$ cat config.mk
export PLATFORM = sky130hd
export DESIGN_NAME = sip_start_line_classifier
export DESIGN_NICKNAME = d
export VERILOG_FILES = /design/src/rtl/sslc_pkg.sv /design/src/rtl/sip_start_line_classifier.sv
export SDC_FILE = /design/constraint.sdc
export NUM_CORES = 1
export LEC_CHECK = 0
export BUFFER_PORTS_ARGS = -buffer_cell sky130_fd_sc_hd__buf_4
export CAP_MARGIN = 20
export CORE_MARGIN = 1.5
export CORE_UTILIZATION = 30
export DETAILED_ROUTE_END_ITERATION = 6
export HOLD_SLACK_MARGIN = 0.05
export PLACE_DENSITY = 0.52
export REMOVE_ABC_BUFFERS = 1
export SLEW_MARGIN = 5
export SYNTH_ARGS = -nofsm -noshare
export SYNTH_HDL_FRONTEND = slang
export SYNTH_SLANG_ARGS = --single-unit
$ cat constraint.sdc
create_clock -name clk -period 3.7 [get_ports clk]
set_clock_uncertainty 0.2 [all_clocks]
set_input_delay 0.185 -clock clk [delete_from_list [all_inputs] [get_ports clk]]
set_output_delay 0.185 -clock clk [all_outputs]
set_load 0.1 [all_outputs]
$ cat src/rtl/sslc_pkg.sv
package sslc_pkg;

	localparam int COUNT_BITS_DEF = 32;
	localparam int PREFIX_LEN     = 9;
	localparam int NUM_CLASSES    = 15;
	localparam int VER_LEN        = 6;

	typedef enum logic [3:0] {
		CLS_OTHER     = 4'd0,
		CLS_RESPONSE  = 4'd1,
		CLS_REGISTER  = 4'd2,
		CLS_REFER     = 4'd3,
		CLS_INVITE    = 4'd4,
		CLS_INFO      = 4'd5,
		CLS_ACK       = 4'd6,
		CLS_CANCEL    = 4'd7,
		CLS_PUBLISH   = 4'd8,
		CLS_SUBSCRIBE = 4'd9,
		CLS_MESSAGE   = 4'd10,
		CLS_OPTIONS   = 4'd11,
		CLS_NOTIFY    = 4'd12,
		CLS_PING      = 4'd13,
		CLS_BYE       = 4'd14
	} cls_t;

	typedef logic [PREFIX_LEN-1:0][7:0] prefix_t;

	typedef struct packed {
		cls_t cls;
		logic is_method;
	} verdict_t;

	// Character of "SIP/2." expected after prog bytes have matched.
	function automatic logic [7:0] ver_char(input logic [2:0] prog);
		logic [7:0] c;
		case (prog)
			3'd0: c = "S";
			3'd1: c = "I";
			3'd2: c = "P";
			3'd3: c = "/";
			3'd4: c = "2";
			3'd5: c = ".";
			default: c = 8'h00;
		endcase
		return c;
	endfunction

	// txt holds len characters right-aligned, first character highest.
	function automatic logic has_prefix(input prefix_t p, input logic [3:0] cnt,
			input logic [8*PREFIX_LEN-1:0] txt, input int len);
		logic [8*PREFIX_LEN-1:0] t;
		logic ok;
		t  = txt << (8 * (PREFIX_LEN - len));
		ok = (32'(cnt) >= len);
		for (int i = 0; i < PREFIX_LEN; i++) begin
			if (i < len && p[i] != t[8*PREFIX_LEN-1-8*i -: 8])
				ok = 1'b0;
		end
		return ok;
	endfunction

	function automatic verdict_t classify(input prefix_t p, input logic [3:0] cnt);
		verdict_t v;
		v.is_method = 1'b1;
		if (has_prefix(p, cnt, 72'("SIP/2."), 6)) begin
			v.cls       = CLS_RESPONSE;
			v.is_method = 1'b0;
		end else if (has_prefix(p, cnt, 72'("REGISTER"), 8))  v.cls = CLS_REGISTER;
		else if (has_prefix(p, cnt, 72'("REFER"), 5))       v.cls = CLS_REFER;
		else if (has_prefix(p, cnt, 72'("INVITE"), 6))      v.cls = CLS_INVITE;
		else if (has_prefix(p, cnt, 72'("INFO"), 4))        v.cls = CLS_INFO;
		else if (has_prefix(p, cnt, 72'("ACK"), 3))         v.cls = CLS_ACK;
		else if (has_prefix(p, cnt, 72'("CANCEL"), 6))      v.cls = CLS_CANCEL;
		else if (has_prefix(p, cnt, 72'("PUBLISH"), 7))     v.cls = CLS_PUBLISH;
		else if (has_prefix(p, cnt, 72'("SUBSCRIBE"), 9))   v.cls = CLS_SUBSCRIBE;
		else if (has_prefix(p, cnt, 72'("MESSAGE"), 7))     v.cls = CLS_MESSAGE;
		else if (has_prefix(p, cnt, 72'("OPTIONS"), 7))     v.cls = CLS_OPTIONS;
		else if (has_prefix(p, cnt, 72'("NOTIFY"), 6))      v.cls = CLS_NOTIFY;
		else if (has_prefix(p, cnt, 72'("PING"), 4))        v.cls = CLS_PING;
		else if (has_prefix(p, cnt, 72'("BYE"), 3))         v.cls = CLS_BYE;
		else begin
			v.cls       = CLS_OTHER;
			v.is_method = 1'b0;
		end
		return v;
	endfunction

endpackage

$ cat src/rtl/sip_start_line_classifier.sv
// The result of a packet follows its last byte from s1 through the classify stage, then the
// counter update writes it into the output register.
// Throughput: one byte per cycle, back to back, also across packet boundaries; while both
// the classify stage and a stalled output register hold results, a last byte waits in s1.
// arst_n clears all class counters, the request counter, the match state and
// every valid flag; stored prefix bytes and payload registers are not reset.
module sip_start_line_classifier
	import sslc_pkg::*;
#(
	parameter int COUNT_BITS = COUNT_BITS_DEF
) (
	input  logic        clk,
	input  logic        arst_n,
	input  logic        s_tvalid,
	output logic        s_tready,
	input  logic [7:0]  s_tdata,   // [7:0] data_byte
	input  logic        s_tlast,   // last_byte
	output logic        m_tvalid,
	input  logic        m_tready,
	output logic [63:0] m_tdata,   // [31:0] class_count, [63:32] request_count
	output logic [4:0]  m_tuser    // [3:0] packet_class, [4] version_seen
);

	// input register
	logic       valid_s1;
	logic [7:0] byte_s1;
	logic       last_s1;

	// per-packet state
	prefix_t    prefix_q;
	logic [3:0] pos_q;
	logic [2:0] prog_q;
	logic       found_q;

	// classify stage
	logic       valid_s2;
	cls_t       cls_s2;
	logic       ver_s2;
	logic       method_s2;

	// counters
	logic [COUNT_BITS-1:0] cnt_q [NUM_CLASSES];
	logic [COUNT_BITS-1:0] req_q;

	// output register
	logic        out_valid_q;
	cls_t        out_cls_q;
	logic        out_ver_q;
	logic [31:0] out_ccnt_q;
	logic [31:0] out_rcnt_q;

	logic out_free, s2_free, s1_go, s2_go;

	assign out_free = !out_valid_q || m_tready;
	assign s2_free  = !valid_s2 || out_free;
	assign s1_go    = valid_s1 && (!last_s1 || s2_free);
	assign s2_go    = valid_s2 && out_free;
	assign s_tready = !valid_s1 || s1_go;

	// byte update
	prefix_t    prefix_d;
	logic [3:0] count_d;
	logic [2:0] prog_d;
	logic       found_d;
	logic [2:0] prog_inc;
	verdict_t   verdict;

	always_comb begin
		for (int i = 0; i < PREFIX_LEN; i++) begin
			prefix_d[i] = (pos_q == 4'(i)) ? byte_s1 : prefix_q[i];
		end
		count_d = (pos_q == 4'hF) ? pos_q : pos_q + 4'd1;

		prog_inc = prog_q + 3'd1;
		if (byte_s1 == ver_char(prog_q))
			prog_d = prog_inc;
		else
			prog_d = (byte_s1 == "S") ? 3'd1 : 3'd0;
		// an occurrence may not start at the first byte
		if (pos_q == 4'd0)
			prog_d = 3'd0;
		found_d = found_q;
		if (prog_d == 3'(VER_LEN)) begin
			found_d = 1'b1;
			prog_d  = 3'd0;
		end

		verdict = classify(prefix_d, count_d);
	end

	always_ff @(posedge clk or negedge arst_n) begin
		if (!arst_n) begin
			valid_s1 <= 1'b0;
		end else if (s_tvalid && s_tready) begin
			valid_s1 <= 1'b1;
		end else if (s1_go) begin
			valid_s1 <= 1'b0;
		end
	end

	always_ff @(posedge clk) begin
		if (s_tvalid && s_tready) begin
			byte_s1 <= s_tdata;
			last_s1 <= s_tlast;
		end
	end

	always_ff @(posedge clk or negedge arst_n) begin
		if (!arst_n) begin
			pos_q   <= '0;
			prog_q  <= '0;
			found_q <= 1'b0;
		end else if (s1_go) begin
			if (last_s1) begin
				pos_q   <= '0;
				prog_q  <= '0;
				found_q <= 1'b0;
			end else begin
				pos_q   <= count_d;
				prog_q  <= prog_d;
				found_q <= found_d;
			end
		end
	end

	always_ff @(posedge clk) begin
		if (s1_go)
			prefix_q <= prefix_d;
	end

	always_ff @(posedge clk or negedge arst_n) begin
		if (!arst_n) begin
			valid_s2 <= 1'b0;
		end else if (s1_go && last_s1) begin
			valid_s2 <= 1'b1;
		end else if (s2_go) begin
			valid_s2 <= 1'b0;
		end
	end

	always_ff @(posedge clk) begin
		if (s1_go && last_s1) begin
			cls_s2    <= verdict.cls;
			ver_s2    <= found_d;
			method_s2 <= verdict.is_method;
		end
	end

	// counter read-modify-write
	logic [COUNT_BITS-1:0] sel_cnt, cnt_new, req_new;
	logic [COUNT_BITS+31:0] cnt_ext, req_ext;

	always_comb begin
		sel_cnt = '0;
		for (int i = 0; i < NUM_CLASSES; i++) begin
			if (cls_s2 == cls_t'(i))
				sel_cnt = cnt_q[i];
		end
		cnt_new = sel_cnt + COUNT_BITS'(1);
		req_new = (method_s2 && ver_s2) ? req_q + COUNT_BITS'(1) : req_q;
		cnt_ext = {32'd0, cnt_new};
		req_ext = {32'd0, req_new};
	end

	always_ff @(posedge clk or negedge arst_n) begin
		if (!arst_n) begin
			for (int i = 0; i < NUM_CLASSES; i++) begin
				cnt_q[i] <= '0;
			end
			req_q <= '0;
		end else if (s2_go) begin
			for (int i = 0; i < NUM_CLASSES; i++) begin
				if (cls_s2 == cls_t'(i))
					cnt_q[i] <= cnt_new;
			end
			req_q <= req_new;
		end
	end

	always_ff @(posedge clk or negedge arst_n) begin
		if (!arst_n) begin
			out_valid_q <= 1'b0;
		end else if (s2_go) begin
			out_valid_q <= 1'b1;
		end else if (m_tready) begin
			out_valid_q <= 1'b0;
		end
	end

	always_ff @(posedge clk) begin
		if (s2_go) begin
			out_cls_q  <= cls_s2;
			out_ver_q  <= ver_s2;
			out_ccnt_q <= cnt_ext[31:0];
			out_rcnt_q <= req_ext[31:0];
		end
	end

	assign m_tvalid = out_valid_q;
	assign m_tdata  = {out_rcnt_q, out_ccnt_q};
	assign m_tuser  = {out_ver_q, out_cls_q};

endmodule

==> results.tsv, run 1 <==
stage	metric	value	unit
finish	n_diodes	0	
floorplan	Die ar.	113000	sq um
detailed_routing	final antenna-violating net count	0	
finish	Util after Layout	0.390	
synthesis	Cell Area, Synth	33200	sq um
global_routing	pin count of the biggest net entering global routing	73	
critical_path	critical path class	flip-flop to flip-flop	
global_routing	met3 usage	0.0303	
synthesis	synthesized area per cell	11.1	sq um
finish	fin nets	3487	
timing	max_slew headroom	0.408	
placed_design	Buffers on Ports	83	
synthesis	synthesized instance count	2993	
timing	minimum clock period	4.00	ns
detailed_routing	final WL	114000	microns
run_status	status	complete, but fails checks	
synthesis	Synth warnings	0	
critical_path	Reg-to-Reg Start	cls_s2[0]	
detailed_routing	vias per inst	5.12	
detailed_routing	drt initial violations	1918	
synthesis	post-synth cell types	114	
synthesis	Seq/Total Area, Yosys	0.535	
detailed_routing	routed via count	25600	
timing	final hold vios	0	
floorplan	die width	336	microns
global_routing	initial antenna violation count	1	
cts	clk slew on worst S/H paths	0.06	ns
critical_path	R2R setup slack	-0.30	ns
finish	design area	42600	sq um
timing	measured slew at the worst slew-check pin	0.888	ns
floorplan	row count	121	
synthesis	share of flip-flops with an asynchronous set or reset	0.770	
synthesis	EDFF count, synth	156	
synthesis	synth cell count leaders	dfrtp_1, nand2_1, o21ai_0	
synthesis	Synth Register Bits	679	
timing	max frequency	250	MHz
finish	layout cell share with drive strength beyond 1	0.326	
cts	clk buf depth	3	
critical_path	CP max FO	16	
global_routing	first-pass GRT wire length	172000	microns
power_and_ir_drop	leakage power	0.0188	uW
run_status	failing checks	DRC, setup timing	
critical_path	Startpoint Class	flip-flop	
synthesis	synth top area cells	dfrtp_1, edfxtp_1, mux2_2	
cts	Num Clock Sinks	679	
global_routing	All-Layer GR Usage	0.203	
global_routing	gr ovfl total	0	
cts	Max H-tree Level	3	
timing	RSZ-0062 raised after global routing	yes	
critical_path	reg2reg end	out_ccnt_q[23]	
floorplan	IO Count	84	
global_routing	grt met1 use	0.279	
critical_path	Req. time, crit path	3.92	ns
detailed_routing	DRT Pass-1 Iters	7	
global_routing	met2 usage	0.321	
critical_path	reg2reg path depth	15	
detailed_routing	Remaining DRCs	7	
placed_design	Post-DP Area	38900	sq um
power_and_ir_drop	Pwr Density	487	nW/um^2
critical_path	Critical Path AT	4.22	ns
floorplan	Die Height	336	microns
timing	setup ws final	-0.299	ns
global_routing	most used routing layer	met2	
timing	max-slew violation count	0	
power_and_ir_drop	Peak supply drop	0.289	mV
cts	Root Buffer	clkbuf_16	
cts	worst-skew pair later-pin latency	0.68	ns
synthesis	count leader, synth	dfrtp_1	
placed_design	Placer Congestion	0.925	
global_routing	vias in the first global route	25800	
floorplan	Starting Density	0.304	
cts	CTS tree	yes	
min_path	Hold Crit Class	input pin to async pin	
synthesis	top-area cell type share of the netlist area	0.394	
synthesis	Top FF cell, synth	dfrtp_1	
synthesis	Yosys top cell by area	dfrtp_1	
timing	# setup viols final	295	
cts	clock buffer count from CTS	80	
finish	area growth from synthesis to layout	28.3	%
placed_design	DP HPWL	77300	microns
run	max-cap violation count	0	
detailed_routing	DR WL/cell	22.7	microns
floorplan	Core Area	109000	sq um
critical_path	Worst Setup End Kind	flip-flop	
timing	Final Cycle Share	1.08	
## routing by layer
metal  vias to the layer above  share of wire
met5                         -              0
met4                         0          0.036
met3                       205          0.051
met2                       678           0.46
met1                     13000           0.45
li1                      11700              -
## sequential cells by signal, summed over array words and instances (netlist names), 3 cells and up
signal	cells
out_rcnt_q	32
pos_q	4
prefix_q	72
req_q	32
out_ccnt_q	32
prog_q	3
cls_s2	4
out_cls_q	4
byte_s1	8
cnt_q	480
## critical path, cell delays in order, from the launching register on
cell	delay, ns
edfxtp_1	0.44
buf_12	0.18
buf_6	0.15
buf_4	0.14
nor2_4	0.18
buf_12	0.16
nand2_1	0.05
and3_1	0.17
o221a_1	0.29
or4b_4	0.56
or2_4	0.27
nor4_2	0.38
buf_4	0.18
xnor2_1	0.16
buf_12	0.18
inv_1	0.04
## worst max-delay path by stage
stage / startpoint / endpoint / slack, ns / cells after the start
floorplan: cls_s2[1] / cnt_q[275] / -4.60 / 9
global placement: cls_s2[1] / cnt_q[95] / -0.83 / 12
detailed placement: cls_s2[1] / cnt_q[383] / -0.81 / 12
CTS: cls_s2[1] / cnt_q[371] / -0.31 / 15
global route: cls_s2[1] / cnt_q[371] / -0.38 / 15
finish: cls_s2[0] / out_ccnt_q[23] / -0.30 / 15
## report_power, final
group / leakage, uW / internal, uW / switching [uW]
clock: 0.00132 / 4910 / 3330
combinational: 0.00883 / 1500 / 2080
sequential: 0.00861 / 8520 / 444
## stage by stage
step | power (uW) | worst slack, ns | hold slack, ns | instances | setup TNS (ns)
floorplan | 10900 | -4.60 | -0.311 | 2760 | -2142.24
global placement | 12500 | -0.829 | 0.110 | 4808 | -103.70
detailed placement | 12500 | -0.815 | 0.105 | 4809 | -94.55
CTS | 20900 | -0.311 | 0.106 | 4997 | -29.62
global route | 21700 | -0.385 | 0.132 | 5006 | -84.53
finish | 20800 | -0.299 | 0.108 | 5006 | -30.63
## cells by family after synthesis
logic type,count (synthesis),share of synthesized area
adder cells (fa/ha/maj),11,0.00414
AND/OR/NAND/NOR,869,0.133
flip-flops,679,0.535
XOR/XNOR,100,0.0274
buffers and inverters,308,0.0474
multiplexers,375,0.130
AO/OA/AOI/OAI,651,0.123
## cell type report
type / count / area, sq um
fillers: 10700 / 66700
well taps: 1476 / 1850
flip-flops and latches: 679 / 17800
repair buffers: 620 / 5590
clock buffers: 121 / 2320
multi-input cells: 2007 / 14400
clock inverters: 28 / 403
inverters: 75 / 285
## layout by cell type (no fill, tap or decap), types with 32 or more instances in the layout
cell type  instances
nor3_1            36
nand2_1          390
o21ai_0          324
buf_4            512
mux2i_1           85
buf_12            59
edfxtp_1         156
clkbuf_16         83
a21oi_1           82
nor2_1            96
dfrtp_1          521
mux2_2           260
nand4_1           32
xor2_1            44
inv_1             66
nand3_1           49
xnor2_1           47
## what timing repair did
action                                  CTS  global route
gates cloned                              2             0
hold buffers                             24             0
gates resized for setup                  64            62
pin swaps                                17            19
hold endpoints to repair                514             0
endpoints found under the setup margin  382           424
buffers inserted                         13             9
No activity file was read; power rests on OpenSTA's default activity.
==> run 2: changes to the inputs <==
- CORE_MARGIN: 1.5 -> 2
==> run 2 against run 1 <==
- the run ends with setup timing left
- power is 0.81% lower
- via count is 0.94% higher
- utilization is 0.78 points higher
- routed wire length is 2.0% higher
- non-clock buffer count is 59 higher
- final cell count is 1.4% higher
- die area is 0.60% higher
- clock-buffer cell count is 11 lower
- critical path depth is 1 lower
- hold slack better by 0.066 ns
- maximum frequency hardly changed
==> results.tsv, run 2 (synthesis gave the netlist of run 1 again) <==
stage	metric	value	unit	change
run_status	status	complete, but fails checks		
run_status	failing checks	setup timing		
floorplan	Core Area	110000	sq um	+0.83%
critical_path	Worst Setup End Kind	flip-flop		
finish	layout cell share with drive strength beyond 1	0.359		+0.0337
cts	Num Clock Sinks	679		unchanged
critical_path	Critical Path AT	4.20	ns	-0.02 ns
global_routing	gr ovfl total	0		unchanged
floorplan	row count	122		+0.83%
critical_path	R2R setup slack	-0.30	ns	about the same
detailed_routing	final antenna-violating net count	0		unchanged
cts	worst-skew pair later-pin latency	0.66	ns	-0.02 ns
timing	minimum clock period	4.00	ns	-0.00381 ns
timing	Fin Hold WS	0.175	ns	+0.0664 ns
run	max-cap violation count	0		unchanged
floorplan	IO Count	84		unchanged
finish	n_diodes	0		unchanged
timing	max-slew violation count	0		unchanged
timing	max frequency	250	MHz	about the same
critical_path	Req. time, crit path	3.90	ns	-0.02 ns
placed_design	Buffers on Ports	83		unchanged
power_and_ir_drop	Cell Int Power	14700	uW	-1.8%
detailed_routing	Remaining DRCs	0		-7
critical_path	Reg-to-Reg Start	cls_s2[2]		
timing	setup ws final	-0.296	ns	+0.00381 ns
timing	measured slew at the worst slew-check pin	0.922	ns	+0.0346 ns
finish	commonest cells after routing, fill and taps aside	dfrtp_1, buf_4, nand2_1		
timing	final hold vios	0		unchanged
power_and_ir_drop	sw frac	0.289		+0.00716
power_and_ir_drop	Reg power frac	0.436		+0.005
finish	max FFs per register	480		unchanged
finish	biggest regs	cnt_q: 480 flops, prefix_q: 72 flops		
power_and_ir_drop	leakage power	0.0193	uW	+2.9%
finish	design area	43900	sq um	+2.8%
floorplan	Die Height	337	microns	+0.30%
finish	fin nets	3545		+1.7%
cts	CTS tree	yes		
critical_path	critical path class	flip-flop to flip-flop		
critical_path	Critical Path Source	cls_s2[2]		
detailed_routing	DRT Pass-1 Iters	5		-2
critical_path	CP max FO	8		-8
power_and_ir_drop	Psw	5950	uW	+1.7%
detailed_routing	DR WL/cell	22.8	microns	+0.56%
placed_design	DP HPWL	77300	microns	about the same
power_and_ir_drop	Peak supply drop	0.280	mV	-3.0%
timing	Final Cycle Share	1.08		about the same
floorplan	Starting Density	0.301		-0.00249
detailed_routing	final WL	116000	microns	+2.0%
detailed_routing	drt initial violations	2106		+9.8%
finish	largest reg by FF count	cnt_q		
global_routing	All-Layer GR Usage	0.203		+0.000800
floorplan	die width	337	microns	+0.30%
power_and_ir_drop	Comb pwr share	0.180		+0.008
power_and_ir_drop	Pwr Density	470	nW/um^2	-3.5%
cts	clock buffer count from CTS	80		unchanged
critical_path	Startpoint Class	flip-flop		
finish	Fillers	10700		-0.12%
min_path	hold path startpoint	m_tready		
power_and_ir_drop	Clk pwr share	0.383		-0.013
detailed_routing	vias per inst	5.10		-0.47%
finish	multi-input logic area	14800	sq um	+2.9%
cts	clk slew on worst S/H paths	0.06	ns	about the same
global_routing	initial antenna violation count	1		unchanged
timing	# setup viols final	268		-9.2%
global_routing	pin count of the biggest net entering global routing	136		+86%
global_routing	vias in the first global route	25800		-0.36%
placed_design	Placer Congestion	0.936		+1.2%
finish	Util after Layout	0.398		+0.00777
placed_design	Post-DP Area	38900	sq um	about the same
finish	most common cell after layout, fill and taps aside	dfrtp_1		
detailed_routing	routed via count	25900		+0.94%
finish	area growth from synthesis to layout	32.0	%	
global_routing	first-pass GRT wire length	172000	microns	-0.10%
cts	Max H-tree Level	3		unchanged
finish	Reg area	17800	sq um	about the same
min_path	Hold Crit Class	input pin to flip-flop		
cts	clk buf depth	3		unchanged
timing	max_slew headroom	0.379		-0.0287
floorplan	Die ar.	113000	sq um	+0.60%
timing	RSZ-0062 raised after global routing	yes		
cts	Root Buffer	clkbuf_16		
## run 2: final timing paths
path | cells after the start | end
max | 14 | out_ccnt_q[19]
min | 4 | m_tvalid
max reg2reg | 14 | out_ccnt_q[19]
min reg2reg | 2 | cnt_q[165]
max in group asynchronous | 4 | cnt_q[168]
min in group asynchronous | 4 | cnt_q[63]
## run 2: power groups by stage
stage	sequential, uW	clock (uW)	combinational, uW
after floorplan	9410	0	1480
after global placement	9110	0	3370
after CTS	8990	8100	3650
final	8990	7900	3720
after detailed placement	9110	0	3410
after global routing	9080	8410	4010
## run 2: per-layer routing
metal | wire length [microns] | vias to the layer above | GRT usage
li1 | - | 11900 | -
met1 | 51900 | 13100 | 0.278
met2 | 53700 | 734 | 0.322
met3 | 6760 | 194 | 0.0388
met4 | 3590 | 0 | 0.0710
met5 | 0 | - | 0
## run 2: worst max-delay path: stages (launching register included)
cell       delay (ns)
edfxtp_1         0.48
buf_12           0.20
buf_4            0.15
and3b_2          0.30
buf_6            0.12
a31o_1           0.15
a31oi_2          0.05
o221ai_4         0.25
o2111ai_4        0.17
buf_6            0.16
or4_4            0.57
or4_4            0.47
xnor2_4          0.22
buf_12           0.18
inv_2            0.03
## run 2: final cells by class
cell class	count	area share
inverters	75	0.00659
multi-input cells	2006	0.339
well taps	1488	0.0425
repair buffers	679	0.148
flip-flops and latches	679	0.405
clock buffers	110	0.0512
clock inverters	40	0.00805
## run 2: what timing repair did
action / in CTS / in global routing
buffers inserted: 64 / 22
hold buffers: 25 / 0
pin swaps: 50 / 34
hold endpoints to repair: 546 / 0
endpoints found under the setup margin: 336 / 429
gates cloned: 9 / 4
resized for setup: 198 / 142
## run 2: through the flow
step	total power [uW]	TNS (ns)	setup slack (ns)	instances
after detailed placement	12500	-54.46	-0.467	4815
final	20600	-25.34	-0.296	5077
after floorplan	10900	-2142.24	-4.60	2760
after global routing	21500	-69.98	-0.372	5077
after CTS	20700	-25.18	-0.218	5060
after global placement	12500	-59.87	-0.530	4815
==> run 3: changes to the inputs <==
- CELL_PAD_IN_SITES_DETAIL_PLACEMENT: default -> 1
- CELL_PAD_IN_SITES_GLOBAL_PLACEMENT: default -> 1
- CORE_MARGIN: 2 -> default
- PLACE_DENSITY: 0.52 -> 0.6
==> run 3 against run 2 <==
- the flow still finishes with violations (setup timing)
- sequential share of layout area is 0.78 points higher
- hold slack worse by 0.00097 ns
- critical path type unchanged
- flip-flop and latch count unchanged
- final cell count shrank 1.3%
- via count about the same
- combinational power down 2%
- critical path depth up 2
- global-route usage up 1.1 points
- first-iteration DRC count fell by 11%
- highest routed layer unchanged
- critical endpoint is now out_ccnt_q[23]
==> results.tsv, run 3 (synthesis gave the netlist of run 1 again) <==
stage	metric	value	unit	change
run_status	status	complete, but fails checks		
run_status	failing checks	setup timing		
global_routing	All-Layer GR Usage	0.214		+0.0107
cts	Root Buffer	clkbuf_16		
power_and_ir_drop	Pwr Density	497	nW/um^2	+5.8%
critical_path	Worst Setup End Kind	flip-flop		
floorplan	Core Area	109000	sq um	-0.82%
timing	final hold vios	0		unchanged
cts	clk buf depth	3		unchanged
finish	max FFs per register	480		unchanged
detailed_routing	Remaining DRCs	0		unchanged
critical_path	Critical Path AT	4.32	ns	+0.12 ns
critical_path	CP max FO	14		+6
finish	Reg area	17800	sq um	unchanged
finish	fin nets	3488		-1.6%
finish	largest reg by FF count	cnt_q		
global_routing	pin count of the biggest net entering global routing	116		-15%
critical_path	critical path class	flip-flop to flip-flop		
cts	worst-skew pair later-pin latency	0.67	ns	about the same
global_routing	initial antenna violation count	0		-1
placed_design	DP HPWL	80900	microns	+4.7%
finish	area growth from synthesis to layout	29.5	%	
timing	Fin Hold WS	0.174	ns	-0.000974 ns
cts	CTS tree	yes		
cts	clk slew on worst S/H paths	0.07	ns	about the same
placed_design	pre-CTS WS	-0.722	ns	-0.255 ns
power_and_ir_drop	Peak supply drop	0.350	mV	+25%
placed_design	Placer Congestion	0.898		-4.0%
floorplan	row count	121		-0.82%
global_routing	gr ovfl total	0		unchanged
global_routing	vias in the first global route	27000		+5.0%
timing	measured slew at the worst slew-check pin	0.834	ns	-0.0881 ns
timing	# setup viols final	415		+55%
floorplan	Die Height	335	microns	-0.59%
finish	layout cell share with drive strength beyond 1	0.339		-0.0208
cts	Num Clock Sinks	679		unchanged
detailed_routing	vias per inst	5.17		+1.4%
critical_path	crit-path cells	buf_6 > buf_12 > and3b_1 > buf_4 > nand2_1 > a21oi_1 > o32a_1 > o21ai_4 > buf_4 > buf_4 > or4_4 > buf_6 > nor4_4 > xnor2_2 > buf_12 > inv_1		
cts	Max H-tree Level	3		unchanged
floorplan	IO Count	84		unchanged
detailed_routing	DR WL/cell	24.1	microns	+5.6%
min_path	Hold Crit Class	input pin to flip-flop		
detailed_routing	final WL	121000	microns	+4.2%
finish	commonest cells after routing, fill and taps aside	dfrtp_1, buf_4, nand2_1		
floorplan	Starting Density	0.304		+0.00249
critical_path	Slowest cell on crit path	edfxtp_1		
floorplan	Die ar.	112000	sq um	-1.2%
cts	clock buffer count from CTS	84		+5.0%
finish	biggest regs	cnt_q: 480 flops, prefix_q: 72 flops		
detailed_routing	drt initial violations	1883		-11%
finish	Fillers	11900		+11%
critical_path	slowest stage delay, CP	0.50	ns	-0.07 ns
detailed_routing	DRT Pass-1 Iters	5		unchanged
timing	RSZ-0062 raised after global routing	yes		
timing	Final Cycle Share	1.11		+0.0300
critical_path	Req. time, crit path	3.92	ns	+0.02 ns
timing	max frequency	244	MHz	-2.7%
global_routing	first-pass GRT wire length	181000	microns	+5.3%
detailed_routing	final antenna-violating net count	0		unchanged
run	max-cap violation count	0		unchanged
power_and_ir_drop	leakage power	0.0189	uW	-1.9%
detailed_routing	routed via count	25900		+0.085%
floorplan	die width	335	microns	-0.59%
placed_design	Buffers on Ports	83		unchanged
timing	max-slew violation count	0		unchanged
finish	multi-input logic area	14500	sq um	-2.0%
critical_path	Startpoint Class	flip-flop		
finish	most common cell after layout, fill and taps aside	dfrtp_1		
critical_path	CP most frequent cell	buf_4		
timing	setup ws final	-0.407	ns	-0.111 ns
timing	minimum clock period	4.11	ns	+0.111 ns
timing	max_slew headroom	0.444		+0.0644
## run 3: stage by stage
step | cell area (sq um) | TNS (ns) | instances | utilization | power (uW)
2_1_floorplan | 31900 | -2142.24 | 2760 | - | 10900
3_3_place_gp | 38500 | -70.49 | 4782 | 0.352 | 12400
3_5_place_dp | 38500 | -76.08 | 4782 | 0.352 | 12500
4_1_cts | 42500 | -63.50 | 4995 | 0.389 | 21500
5_1_grt | 43000 | -135.74 | 5008 | 0.394 | 22200
6_report | 43000 | -84.76 | 5010 | 0.394 | 21400
## run 3: power breakdown
part | switching, uW | internal [uW] | total [uW]
combinational | 2150 | 1500 | 3650
clock | 3400 | 5370 | 8770
sequential | 449 | 8520 | 8970
total | 6000 | 15400 | 21400
## run 3: area by class of cell
type / count / area share
sequential: 679 / 0.413
antenna: 2 / 0.000116
timing repair buffer: 618 / 0.131
clock buffer: 125 / 0.0589
inverter: 75 / 0.00680
tap: 1476 / 0.0429
multi-input combinational: 2006 / 0.338
clock inverter: 29 / 0.00928
## run 3: repair_timing
action                                 in CTS  in global routing
hold buffers                               25                  0
resized for setup                          88                114
pin swaps                                  32                 43
endpoints found under the hold margin     546                  0
cloned                                      4                  4
setup endpoints to repair                 382                451
setup buffers                              30                 10
## run 3: worst max-delay path, delay by kind of cell (launching register included)
kind                      cells  cell delay (ns)
buffers and inverters         8             1.26
and+or+nand+nor               4             1.02
AOI/OAI and AO/OA             3             0.59
DFF                           1             0.50
xor gates and xnor gates      1             0.25
## run 3: final timing paths
| check | endpoint | slack (ns) | depth (start not counted) | start |
|---|---|---|---|---|
| worst max-delay path | out_ccnt_q[23] | -0.41 | 16 | cls_s2[1] |
| worst max register to register | out_ccnt_q[23] | -0.41 | 16 | cls_s2[1] |
| min in group asynchronous | cnt_q[383] | 0.53 | 4 | arst_n |
| max in group asynchronous | req_q[24] | 2.01 | 4 | arst_n |
| worst min-delay path | m_tvalid | 0.17 | 4 | m_tready |
| worst min register to register | cnt_q[0] | 0.27 | 1 | cnt_q[0] |
## run 3: layer usage
layer	GRT usage	part of all wire	vias to the layer above	routed length, microns
li1	-	-	11800	-
met2	0.347	0.47	610	56700
met3	0.0327	0.045	180	5430
met1	0.295	0.46	13300	55400
met5	0	0	-	0
met4	0.0618	0.027	0	3240
